**config.mk**
```make
export PLATFORM = sky130hd
export DESIGN_NAME = motor_feedback_angle_unwrap
export DESIGN_NICKNAME = d
export VERILOG_FILES = /design/src/hw/rtl/mfau_pkg.sv /design/src/hw/rtl/mfau_front.sv /design/src/hw/rtl/mfau_queue.sv /design/src/hw/rtl/mfau_back.sv /design/src/hw/rtl/motor_feedback_angle_unwrap.sv
export SDC_FILE = /design/constraint.sdc
export NUM_CORES = 2
export LEC_CHECK = 0
export BUFFER_PORTS_ARGS = -buffer_cell sky130_fd_sc_hd__buf_2
export CORE_ASPECT_RATIO = 1.1
export CORE_MARGIN = 2
export CORE_UTILIZATION = 63
export DETAILED_ROUTE_END_ITERATION = 10
export PLACE_DENSITY = 0.84
export SLEW_MARGIN = 20
export SYNTH_ARGS = -nofsm -noshare
export SYNTH_HDL_FRONTEND = slang
export SYNTH_SLANG_ARGS = --single-unit
```
**constraint.sdc**
```tcl
create_clock -name clk_i -period 15.7 [get_ports clk_i]
set_input_delay 0.785 -clock clk_i [delete_from_list [all_inputs] [get_ports clk_i]]
set_output_delay 0.785 -clock clk_i [all_outputs]
set_load 0.1 [all_outputs]
```
**src/hw/rtl/mfau_pkg.sv**
```systemverilog
// shared types and constants for the motor feedback angle unwrap block
// no dependencies
package mfau_pkg;

  localparam int unsigned ENC_COUNTS_DEFAULT  = 8192;
  localparam int unsigned ACCUM_W_DEFAULT     = 48;
  localparam int unsigned QUEUE_DEPTH_DEFAULT = 4;

  localparam int unsigned BYTE_W      = 8;
  localparam int unsigned WORD_W      = 16;
  localparam int unsigned RAW_W       = 16;
  localparam int unsigned POS_FIELD_W = 16;
  localparam int unsigned ROTOR_W     = 13;
  localparam int unsigned COUNT_OUT_W = 48;

  localparam int unsigned ANGLE_W      = 40;
  localparam int unsigned ANGLE_FRAC_W = 16;
  localparam int unsigned ROUND_HALF   = 32768;
  localparam logic [63:0] ANGLE_MAG_NEG = 64'h0000_0080_0000_0000;
  localparam logic [63:0] ANGLE_MAG_POS = 64'h0000_007F_FFFF_FFFF;

  localparam int unsigned DEG_PER_TURN = 360;
  localparam int unsigned GEAR_19_NUM  = 3591;
  localparam int unsigned GEAR_19_DEN  = 187;
  localparam int unsigned GEAR_36_NUM  = 36;

  localparam int unsigned PADDR_W = 3;
  localparam int unsigned PDATA_W = 32;
  localparam logic        REG_MOTOR_TYPE = 1'b0;

  typedef enum logic [1:0] {
    MT_DIRECT  = 2'd0,
    MT_GEAR_19 = 2'd1,
    MT_GEAR_36 = 2'd2,
    MT_UNKNOWN = 2'd3
  } motor_type_e;

  typedef struct packed {
    logic                   known;
    motor_type_e            mtype;
    logic [POS_FIELD_W-1:0] pos;
    logic [WORD_W-1:0]      speed;
    logic [WORD_W-1:0]      current;
    logic [BYTE_W-1:0]      temp;
  } item_t;

endpackage

```
**src/hw/rtl/mfau_front.sv**
```systemverilog
// front end: takes frames, unpacks words, reduces the encoder modulo the count
// and tags each item with the motor type; depends on mfau_pkg
module mfau_front import mfau_pkg::*; #(
  parameter int unsigned ENCODER_COUNTS = ENC_COUNTS_DEFAULT
) (
  input  logic              clk_i,
  input  logic              rst_ni,
  input  logic              push_i,
  output logic              full_o,
  input  logic [BYTE_W-1:0] enc_high_byte_i,
  input  logic [BYTE_W-1:0] enc_low_byte_i,
  input  logic [BYTE_W-1:0] speed_high_byte_i,
  input  logic [BYTE_W-1:0] speed_low_byte_i,
  input  logic [BYTE_W-1:0] current_high_byte_i,
  input  logic [BYTE_W-1:0] current_low_byte_i,
  input  logic [BYTE_W-1:0] temp_byte_i,
  input  motor_type_e       motor_type_i,
  input  logic              q_full_i,
  output logic              q_push_o,
  output item_t             item_o
);

  localparam int unsigned RAW_SPAN = 2 ** RAW_W;
  localparam logic [63:0] RECIP =
    ((64'd1 << 32) + 64'(ENCODER_COUNTS) - 64'd1) / 64'(ENCODER_COUNTS);
  localparam int unsigned RECIP_W = $clog2(RECIP + 64'd1);
  localparam int unsigned MUL_W   = RAW_W + RECIP_W;
  localparam int unsigned Q_W     = $clog2(RAW_SPAN / ENCODER_COUNTS + 1);

  logic              f1_v_q, f2_v_q;
  logic              f1_en, f2_en;
  logic [RAW_W-1:0]  raw_d, raw1_q;
  logic [MUL_W-1:0]  prod;
  logic [Q_W-1:0]    q1_q;
  logic [WORD_W-1:0] speed1_q, cur1_q;
  logic [BYTE_W-1:0] temp1_q;
  logic              known1_q;
  motor_type_e       mtype1_q;
  logic [31:0]       qe, pos_full;
  item_t             item_q;

  assign f2_en  = !f2_v_q || !q_full_i;
  assign f1_en  = !f1_v_q || f2_en;
  assign full_o = !f1_en;

  assign raw_d = {enc_high_byte_i, enc_low_byte_i};
  assign prod  = MUL_W'(raw_d) * MUL_W'(RECIP);

  always_ff @(posedge clk_i or negedge rst_ni) begin
    if (!rst_ni) begin
      f1_v_q <= 1'b0;
      f2_v_q <= 1'b0;
    end else begin
      if (f1_en) begin
        f1_v_q <= push_i;
      end
      if (f2_en) begin
        f2_v_q <= f1_v_q;
      end
    end
  end

  always_ff @(posedge clk_i) begin
    if (push_i && f1_en) begin
      raw1_q   <= raw_d;
      q1_q     <= prod[32 +: Q_W];
      speed1_q <= {speed_high_byte_i, speed_low_byte_i};
      cur1_q   <= {current_high_byte_i, current_low_byte_i};
      temp1_q  <= temp_byte_i;
      known1_q <= (motor_type_i != MT_UNKNOWN);
      mtype1_q <= motor_type_i;
    end
  end

  assign qe       = 32'(q1_q) * 32'(ENCODER_COUNTS);
  assign pos_full = 32'(raw1_q) - qe;

  always_ff @(posedge clk_i) begin
    if (f1_v_q && f2_en) begin
      item_q.known   <= known1_q;
      item_q.mtype   <= mtype1_q;
      item_q.pos     <= pos_full[POS_FIELD_W-1:0];
      item_q.speed   <= speed1_q;
      item_q.current <= cur1_q;
      item_q.temp    <= temp1_q;
    end
  end

  assign q_push_o = f2_v_q && !q_full_i;
  assign item_o   = item_q;

endmodule

```
**src/hw/rtl/mfau_queue.sv**
```systemverilog
// small queue of classified items between front and back end
// depends on mfau_pkg
module mfau_queue import mfau_pkg::*; #(
  parameter int unsigned QUEUE_DEPTH = QUEUE_DEPTH_DEFAULT
) (
  input  logic  clk_i,
  input  logic  rst_ni,
  input  logic  push_i,
  input  item_t item_i,
  output logic  full_o,
  input  logic  pop_i,
  output item_t item_o,
  output logic  empty_o
);

  localparam int unsigned PTR_W = (QUEUE_DEPTH > 1) ? $clog2(QUEUE_DEPTH) : 1;
  localparam int unsigned CNT_W = $clog2(QUEUE_DEPTH + 1);

  item_t            mem_q [QUEUE_DEPTH];
  logic [PTR_W-1:0] wr_ptr_q, rd_ptr_q;
  logic [CNT_W-1:0] cnt_q;

  assign full_o  = (cnt_q == CNT_W'(QUEUE_DEPTH));
  assign empty_o = (cnt_q == '0);
  assign item_o  = mem_q[rd_ptr_q];

  always_ff @(posedge clk_i or negedge rst_ni) begin
    if (!rst_ni) begin
      wr_ptr_q <= '0;
      rd_ptr_q <= '0;
      cnt_q    <= '0;
    end else begin
      if (push_i) begin
        wr_ptr_q <= (wr_ptr_q == PTR_W'(QUEUE_DEPTH - 1)) ? '0 : wr_ptr_q + 1'b1;
      end
      if (pop_i) begin
        rd_ptr_q <= (rd_ptr_q == PTR_W'(QUEUE_DEPTH - 1)) ? '0 : rd_ptr_q + 1'b1;
      end
      if (push_i && !pop_i) begin
        cnt_q <= cnt_q + 1'b1;
      end else if (pop_i && !push_i) begin
        cnt_q <= cnt_q - 1'b1;
      end
    end
  end

  always_ff @(posedge clk_i) begin
    if (push_i) begin
      mem_q[wr_ptr_q] <= item_i;
    end
  end

endmodule

```
**src/hw/rtl/mfau_back.sv**
```systemverilog
// back end: multi-turn unwrap with saturating count, then pipelined scaling
// to shaft degrees and the result register; depends on mfau_pkg
module mfau_back import mfau_pkg::*; #(
  parameter int unsigned ENCODER_COUNTS = ENC_COUNTS_DEFAULT,
  parameter int unsigned ACCUM_WIDTH    = ACCUM_W_DEFAULT
) (
  input  logic                      clk_i,
  input  logic                      rst_ni,
  input  logic                      q_valid_i,
  input  item_t                     item_i,
  output logic                      q_pop_o,
  output logic                      empty_o,
  input  logic                      pop_i,
  output logic [ROTOR_W-1:0]        rotor_position_o,
  output logic signed [WORD_W-1:0]  speed_value_o,
  output logic signed [WORD_W-1:0]  current_value_o,
  output logic [BYTE_W-1:0]         temperature_o,
  output logic signed [COUNT_OUT_W-1:0] turn_count_total_o,
  output logic signed [ANGLE_W-1:0] shaft_angle_deg_o
);

  localparam int unsigned AW    = ACCUM_WIDTH;
  localparam int unsigned POS_W = $clog2(ENCODER_COUNTS);
  localparam int unsigned DW    = POS_W + 2;

  localparam logic [63:0] TURN_FX = 64'(DEG_PER_TURN) << 32;
  localparam logic [63:0] DIV_DIRECT = 64'(ENCODER_COUNTS);
  localparam logic [63:0] DIV_G19 = 64'(ENCODER_COUNTS) * 64'(GEAR_19_NUM);
  localparam logic [63:0] DIV_G36 = 64'(ENCODER_COUNTS) * 64'(GEAR_36_NUM);
  localparam logic [63:0] SCALE_DIRECT = (TURN_FX + DIV_DIRECT / 2) / DIV_DIRECT;
  localparam logic [63:0] SCALE_G19 =
    (TURN_FX * 64'(GEAR_19_DEN) + DIV_G19 / 2) / DIV_G19;
  localparam logic [63:0] SCALE_G36 = (TURN_FX + DIV_G36 / 2) / DIV_G36;
  localparam int unsigned SCALE_W = $clog2(SCALE_DIRECT + 64'd1);

  localparam int unsigned LO_W   = (AW + 1) / 2;
  localparam int unsigned HI_W   = AW - LO_W;
  localparam int unsigned PROD_W = AW + SCALE_W + 1;
  localparam int unsigned SUM_W  =
    (PROD_W > ANGLE_W + ANGLE_FRAC_W) ? PROD_W : ANGLE_W + ANGLE_FRAC_W;

  localparam logic signed [DW-1:0] COUNTS_S = DW'(ENCODER_COUNTS);
  localparam logic signed [AW-1:0] ACC_MAX  = {1'b0, {(AW - 1){1'b1}}};
  localparam logic signed [AW-1:0] ACC_MIN  = {1'b1, {(AW - 1){1'b0}}};

  // unwrap state
  logic                    started_q;
  logic [POS_W-1:0]        last_q;
  logic signed [AW-1:0]    acc_q;

  logic                    v1_q, v2_q, v3_q, v4_q, v5_q;
  logic                    en1, en2, en3, en4, en5;
  item_t                   it1_q, it2_q, it3_q, it4_q, it5_q;
  logic signed [AW-1:0]    cnt1_q, cnt2_q, cnt3_q, cnt4_q, cnt5_q;

  logic [POS_W-1:0]        pos;
  logic signed [DW-1:0]    d, w, step;
  logic [DW-1:0]           ad;
  logic [DW:0]             ad2;
  logic signed [AW:0]      sum;
  logic signed [AW-1:0]    sat, new_cnt;

  logic                    neg2_q, neg3_q, neg4_q;
  logic [AW-1:0]           mag2_q;
  logic [SCALE_W-1:0]      scale_d, scale2_q;
  logic [LO_W+SCALE_W-1:0] lo3_q;
  logic [HI_W+SCALE_W-1:0] hi3_q;
  logic [SUM_W-1:0]        sum4, r4, lim4;
  logic [ANGLE_W-1:0]      mag4_q;
  logic signed [ANGLE_W-1:0] angle, held_q, angle5_q;
  logic signed [63:0]      cnt_ext;

  assign en5     = !v5_q || pop_i;
  assign en4     = !v4_q || en5;
  assign en3     = !v3_q || en4;
  assign en2     = !v2_q || en3;
  assign en1     = !v1_q || en2;
  assign q_pop_o = q_valid_i && en1;

  // unwrap step
  assign pos = item_i.pos[POS_W-1:0];
  assign d   = $signed({2'b00, pos}) - $signed({2'b00, last_q});
  assign ad  = d[DW-1] ? DW'(-d) : DW'(d);
  assign ad2 = {ad, 1'b0};

  always_comb begin
    if (d < 0) begin
      w = d + COUNTS_S;
    end else if (d > 0) begin
      w = d - COUNTS_S;
    end else begin
      w = '0;
    end
  end

  assign step    = (ad2 < (DW + 1)'(ENCODER_COUNTS)) ? d : w;
  assign sum     = $signed({acc_q[AW-1], acc_q}) + $signed((AW + 1)'(step));
  assign sat     = (sum[AW] != sum[AW-1]) ? (sum[AW] ? ACC_MIN : ACC_MAX)
                                           : sum[AW-1:0];
  assign new_cnt = !item_i.known ? acc_q : (started_q ? sat : '0);

  always_ff @(posedge clk_i or negedge rst_ni) begin
    if (!rst_ni) begin
      started_q <= 1'b0;
      last_q    <= '0;
      acc_q     <= '0;
      held_q    <= '0;
      v1_q      <= 1'b0;
      v2_q      <= 1'b0;
      v3_q      <= 1'b0;
      v4_q      <= 1'b0;
      v5_q      <= 1'b0;
    end else begin
      if (q_pop_o && item_i.known) begin
        started_q <= 1'b1;
        last_q    <= pos;
        acc_q     <= new_cnt;
      end
      if (en5 && v4_q && it4_q.known) begin
        held_q <= angle;
      end
      if (en1) v1_q <= q_valid_i;
      if (en2) v2_q <= v1_q;
      if (en3) v3_q <= v2_q;
      if (en4) v4_q <= v3_q;
      if (en5) v5_q <= v4_q;
    end
  end

  always_comb begin
    unique case (it1_q.mtype)
      MT_DIRECT:  scale_d = SCALE_W'(SCALE_DIRECT);
      MT_GEAR_19: scale_d = SCALE_W'(SCALE_G19);
      MT_GEAR_36: scale_d = SCALE_W'(SCALE_G36);
      MT_UNKNOWN: scale_d = '0;
    endcase
  end

  // rounding and clamp of the scaled magnitude
  assign sum4 = (SUM_W'(hi3_q) << LO_W) + SUM_W'(lo3_q) + SUM_W'(ROUND_HALF);
  assign r4   = sum4 >> ANGLE_FRAC_W;
  assign lim4 = neg3_q ? SUM_W'(ANGLE_MAG_NEG) : SUM_W'(ANGLE_MAG_POS);

  assign angle = neg4_q ? $signed(-mag4_q) : $signed(mag4_q);

  always_ff @(posedge clk_i) begin
    if (q_pop_o) begin
      it1_q  <= item_i;
      cnt1_q <= new_cnt;
    end
    if (en2 && v1_q) begin
      it2_q    <= it1_q;
      cnt2_q   <= cnt1_q;
      neg2_q   <= cnt1_q[AW-1];
      mag2_q   <= cnt1_q[AW-1] ? AW'(-cnt1_q) : AW'(cnt1_q);
      scale2_q <= scale_d;
    end
    if (en3 && v2_q) begin
      it3_q  <= it2_q;
      cnt3_q <= cnt2_q;
      neg3_q <= neg2_q;
      lo3_q  <= (LO_W + SCALE_W)'(mag2_q[LO_W-1:0]) * (LO_W + SCALE_W)'(scale2_q);
      hi3_q  <= (HI_W + SCALE_W)'(mag2_q[AW-1:LO_W]) * (HI_W + SCALE_W)'(scale2_q);
    end
    if (en4 && v3_q) begin
      it4_q  <= it3_q;
      cnt4_q <= cnt3_q;
      neg4_q <= neg3_q;
      mag4_q <= (r4 > lim4) ? lim4[ANGLE_W-1:0] : r4[ANGLE_W-1:0];
    end
    if (en5 && v4_q) begin
      it5_q    <= it4_q;
      cnt5_q   <= cnt4_q;
      angle5_q <= it4_q.known ? angle : held_q;
    end
  end

  assign cnt_ext = 64'(cnt5_q);

  assign empty_o            = !v5_q;
  assign rotor_position_o   = it5_q.pos[ROTOR_W-1:0];
  assign speed_value_o      = $signed(it5_q.speed);
  assign current_value_o    = $signed(it5_q.current);
  assign temperature_o      = it5_q.temp;
  assign turn_count_total_o = cnt_ext[COUNT_OUT_W-1:0];
  assign shaft_angle_deg_o  = angle5_q;

endmodule

```
**src/hw/rtl/motor_feedback_angle_unwrap.sv**
```systemverilog
// path: an input frame passes the front registers, the item queue and the back registers
// throughput: one frame per cycle; the front stalls only when the item queue
// is full, and the back pipeline stalls only when the result is not popped
// reset: clears unwrap state, held angle and all valid flags; motor type
// resets to unknown; no clearing pass is needed
// top level: config register, front end, item queue, back end; uses mfau_pkg
module motor_feedback_angle_unwrap import mfau_pkg::*; #(
  parameter int unsigned ENCODER_COUNTS = ENC_COUNTS_DEFAULT,
  parameter int unsigned ACCUM_WIDTH    = ACCUM_W_DEFAULT,
  parameter int unsigned QUEUE_DEPTH    = QUEUE_DEPTH_DEFAULT
) (
  input  logic                          clk_i,
  input  logic                          rst_ni,
  input  logic                          psel,
  input  logic                          penable,
  input  logic                          pwrite,
  input  logic [PADDR_W-1:0]            paddr,
  input  logic [PDATA_W-1:0]            pwdata,
  output logic [PDATA_W-1:0]            prdata,
  output logic                          pready,
  input  logic                          push,
  output logic                          full,
  input  logic [BYTE_W-1:0]             enc_high_byte_i,
  input  logic [BYTE_W-1:0]             enc_low_byte_i,
  input  logic [BYTE_W-1:0]             speed_high_byte_i,
  input  logic [BYTE_W-1:0]             speed_low_byte_i,
  input  logic [BYTE_W-1:0]             current_high_byte_i,
  input  logic [BYTE_W-1:0]             current_low_byte_i,
  input  logic [BYTE_W-1:0]             temp_byte_i,
  output logic                          empty,
  input  logic                          pop,
  output logic [ROTOR_W-1:0]            rotor_position_o,
  output logic signed [WORD_W-1:0]      speed_value_o,
  output logic signed [WORD_W-1:0]      current_value_o,
  output logic [BYTE_W-1:0]             temperature_o,
  output logic signed [COUNT_OUT_W-1:0] turn_count_total_o,
  output logic signed [ANGLE_W-1:0]     shaft_angle_deg_o
);

  motor_type_e motor_type_q;
  logic        reg_sel;
  logic        q_push, q_full, q_pop, q_empty;
  item_t       q_in, q_out;

  assign pready  = 1'b1;
  assign reg_sel = (paddr[PADDR_W-1:2] == REG_MOTOR_TYPE);
  assign prdata  = reg_sel ? PDATA_W'(motor_type_q) : '0;

  always_ff @(posedge clk_i or negedge rst_ni) begin
    if (!rst_ni) begin
      motor_type_q <= MT_UNKNOWN;
    end else if (psel && penable && pwrite && pready && reg_sel) begin
      motor_type_q <= motor_type_e'(pwdata[1:0]);
    end
  end

  mfau_front #(
    .ENCODER_COUNTS(ENCODER_COUNTS)
  ) u_front (
    .clk_i               (clk_i),
    .rst_ni              (rst_ni),
    .push_i              (push),
    .full_o              (full),
    .enc_high_byte_i     (enc_high_byte_i),
    .enc_low_byte_i      (enc_low_byte_i),
    .speed_high_byte_i   (speed_high_byte_i),
    .speed_low_byte_i    (speed_low_byte_i),
    .current_high_byte_i (current_high_byte_i),
    .current_low_byte_i  (current_low_byte_i),
    .temp_byte_i         (temp_byte_i),
    .motor_type_i        (motor_type_q),
    .q_full_i            (q_full),
    .q_push_o            (q_push),
    .item_o              (q_in)
  );

  mfau_queue #(
    .QUEUE_DEPTH(QUEUE_DEPTH)
  ) u_queue (
    .clk_i   (clk_i),
    .rst_ni  (rst_ni),
    .push_i  (q_push),
    .item_i  (q_in),
    .full_o  (q_full),
    .pop_i   (q_pop),
    .item_o  (q_out),
    .empty_o (q_empty)
  );

  mfau_back #(
    .ENCODER_COUNTS(ENCODER_COUNTS),
    .ACCUM_WIDTH   (ACCUM_WIDTH)
  ) u_back (
    .clk_i              (clk_i),
    .rst_ni             (rst_ni),
    .q_valid_i          (!q_empty),
    .item_i             (q_out),
    .q_pop_o            (q_pop),
    .empty_o            (empty),
    .pop_i              (pop),
    .rotor_position_o   (rotor_position_o),
    .speed_value_o      (speed_value_o),
    .current_value_o    (current_value_o),
    .temperature_o      (temperature_o),
    .turn_count_total_o (turn_count_total_o),
    .shaft_angle_deg_o  (shaft_angle_deg_o)
  );

  // front only backs up when the queue is full
  a_full_needs_queue_full: assert property (@(posedge clk_i) disable iff (!rst_ni)
    full |-> q_full)
    else $error("front stalled with room in the queue");

  // a result's rotor position lies inside one turn
  a_rotor_in_range: assert property (@(posedge clk_i) disable iff (!rst_ni)
    !empty |-> (32'(rotor_position_o) < 32'(ENCODER_COUNTS)))
    else $error("rotor position beyond one turn");

  // register readback follows a completed write
  a_cfg_readback: assert property (@(posedge clk_i) disable iff (!rst_ni)
    (psel && penable && pwrite && reg_sel) |=>
      (prdata[1:0] == $past(pwdata[1:0])))
    else $error("motor type readback mismatch");

endmodule
```
==> run metrics <==
RSZ-0062 raised after global routing=no; DR iter-0 viols=4614; Period minus WS final=10.73 ns; dpl cell area=77600 µm²; Synth area leaders=edfxtp_1 43%, fa_1 16%, ha_1 12%, inv_1 5.0%, dfrtp_1 3.9%; most common flop cell mapped by yosys=edfxtp_1; Via-to-Cell Ratio=6.02; Synth Area in Adders=0.284; Max H-tree Level=3; met1 WL=approximately 67 mm; mux contribution to synthesized area=0.0244; met2 wire length=~90 mm; Worst-Margin Slew=1.13 ns; core area=118000 µm²; Setup TNS=0 ns; WL final=184 mm; Syn Area/Cell=roughly 13 µm²; r2r endpoint=u_back.acc_q[0]; maximum buffer depth of the clock tree=3; 1st-pass router iterations=7; HPWL Detailed=~120 mm; Yosys warning total=0; die height=around 370 µm; leading area contributor after synthesis=edfxtp_1; initial antenna violation count=6; Synth Register Bits=between 1000 and 1500; I/O pin count=approximately 270; synth unique cells=80; die area=about 120000 µm²; share of layout cells above drive strength 1=0.0911; Vias=roughly 47000; FFs w/ async S/R, synth=0.0996; Synth Area in XOR/XNOR=0.0301; Post-synth EDFFs=between 1000 and 1500; CP dominant cell by count=o21ai_0; clk sink count=about 1200; post-route DRC violation count=0; Clock Skew=about 0.11 ns; largest net degree at the start of global routing=just over 90; Data arrival, critical path=~11 ns; maximum clock rate=between 0.09 and 0.1 GHz; CP max stage cell=a21oi_4; Initial Utilization=0.636; CTS Hold Buffers Added=0; clk root buf=clkbuf_16; main combinational cell family by area after synthesis=adder cells; Num CTS Buffers=~110; gr usage total=0.306; compound-gate portion of the synthesized area=0.0687; Syn Inst Count=around 5900; post-CTS resize count=0; CP Capture Type=register; top sig layer=met5; Area Growth Syn to Fin=8.89%; worst hold margin=between 0.1 and 0.15 ns; HP Class=in -> async; max cap viols=0; Final ANT Viol Nets=0; CTS tree=built; Crit Path Category=reg -> reg; fin area=roughly 82000 µm²; IO Port Bufs=207; Worst R2R Path Depth=29; type of origin of the critical path=register; postcts setup bufs=0; Final Hold Vio Count=0; drt wl/cell=~24 µm; register area share after synthesis=0.467; FF-to-FF setup slack=around 5 ns; vias in the first global route=between 40000 and 50000; first-pass GRT wire length=between 200 and 300 mm; met3 routed WL=15.5 mm; FP Rows=132; Fill cells=around 7500; Finished Core Util=0.692; Clock transition at path regs=approximately 0.080 ns; Synth Cell Area=about 75000 µm²; slowest stage delay, CP=~0.87 ns; slew margin rel.=0.244; Final Setup Violations=0; Post-Synth Simple-Gate Area=0.0663; FF-to-FF Start=u_queue.rd_ptr_q[1]; Synth top area share=0.428; largest fanout on the critical path=54; Slew Viols, Final=0; Routability Congestion=between 0.9 and 1; Final Net Count=about 7500; Die Span X=between 300 and 400 µm; total gr overflow=0; Clock Latency Late Sink=around 0.80 ns; WP data required=around 16 ns; period utilization=0.683; status=completed
==> kinds of logic (layout without fill, tap and decap cells) <==
| logic type | Yosys count | after routing |
|---|---|---|
| AOI/OAI and AO/OA | 830 | 830 |
| xor gates and xnor gates | 257 | 257 |
| adders and majority gates | 1331 | 1331 |
| buffers and inverters | 1144 | 1439 |
| DFF | 1185 | 1185 |
| muxes | 108 | 108 |
| other | 2 | 33 |
| and+or+nand+nor | 1030 | 1030 |
==> layout make-up <==
cell class | instances | area, µm² | share of cell area
Clock inverter | 72 | 970 | 0.0119
Sequential cell | 1185 | 35000 | 0.429
Antenna cell | 2 | 5.00 | 0.0000614
Tap cell | 1541 | 1930 | 0.0236
Multi-Input combinational cell | 3587 | 35600 | 0.437
Timing Repair Buffer | 243 | 1320 | 0.0161
Inverter | 988 | 3710 | 0.0455
Clock buffer | 136 | 2960 | 0.0363
==> metrics by stage <==
| step | worst slack, ns | instances |
|---|---|---|
| 2_1_floorplan | 3.35 | 5916 |
| 3_3_place_gp | 6.60 | 7544 |
| 3_5_place_dp | 6.36 | 7544 |
| 4_1_cts | 5.52 | 7752 |
| 5_1_grt | 4.66 | 7752 |
| 6_report | 4.97 | 7754 |
==> worst max-delay path: cells and delay by family (launching register included) <==
family          cells  cell delay, ns
flops               1            0.45
xor+xnor            2            0.50
buf+inv             3            1.21
compound gates     18            6.40
simple gates        2            0.39
fa+ha+maj           3            1.09
mux                 1            0.39
==> placed cells by master (no fill, tap or decap), types with 114 or more instances in the layout <==
cell type / instances
edfxtp_1: 1067
inv_1: 987
ha_1: 720
fa_1: 611
nand2_1: 393
o21ai_0: 267
a21oi_1: 207
buf_2: 206
nor2_1: 193
xnor2_1: 162
and2_1: 134
dfrtp_1: 114
==> layer usage <==
layer | GRT usage | up-vias
met5 | 0.000394 | -
met1 | 0.367 | 22937
met4 | 0.165 | 4
li1 | - | 20562
met2 | 0.521 | 2525
met3 | 0.0647 | 688
==> synthesized netlist by cell type (all sizes together) (24+ instances only) <==
library cell     n
a21o            93
a21oi          208
and2           140
and3            27
buf             45
clkbuf         111
dfrtp          116
edfxtp        1067
fa             611
ha             720
inv            988
mux2            45
mux4            55
nand2          395
nand3           59
nand4           40
nor2           193
nor2b           30
nor3            38
o21a            24
o21ai          270
o21bai          32
o31ai           29
xnor2          163
xor2            94
==> registers in the layout (all words and copies together), names as in the netlist, 52 cells and up <==
register	cells
u_queue.mem_q	224
u_front.item_o	56
u_back.it4_q	54
u_back.it2_q	54
u_back.it3_q	54
u_back.it1_q	56
u_back.hi3_q	52
==> how the worst max path moves through the flow <==
stage,startpoint,slack (ns),to,cells after the start
finish,u_queue.rd_ptr_q[1],4.97,u_back.acc_q[0],29
global route,u_queue.rd_ptr_q[1],4.66,u_back.acc_q[0],30
CTS,u_queue.rd_ptr_q[1],5.52,u_back.acc_q[0],30
detailed placement,u_queue.rd_ptr_q[1],6.36,u_back.acc_q[0],30
global placement,u_queue.rd_ptr_q[1],6.60,u_back.cnt1_q[21],30
floorplan,u_back.v5_q,3.35,u_back.cnt4_q[0],3
Power is left out: the tool's default activity adds up to more than one toggle a clock period on the data nets, which glitch-free logic cannot reach.
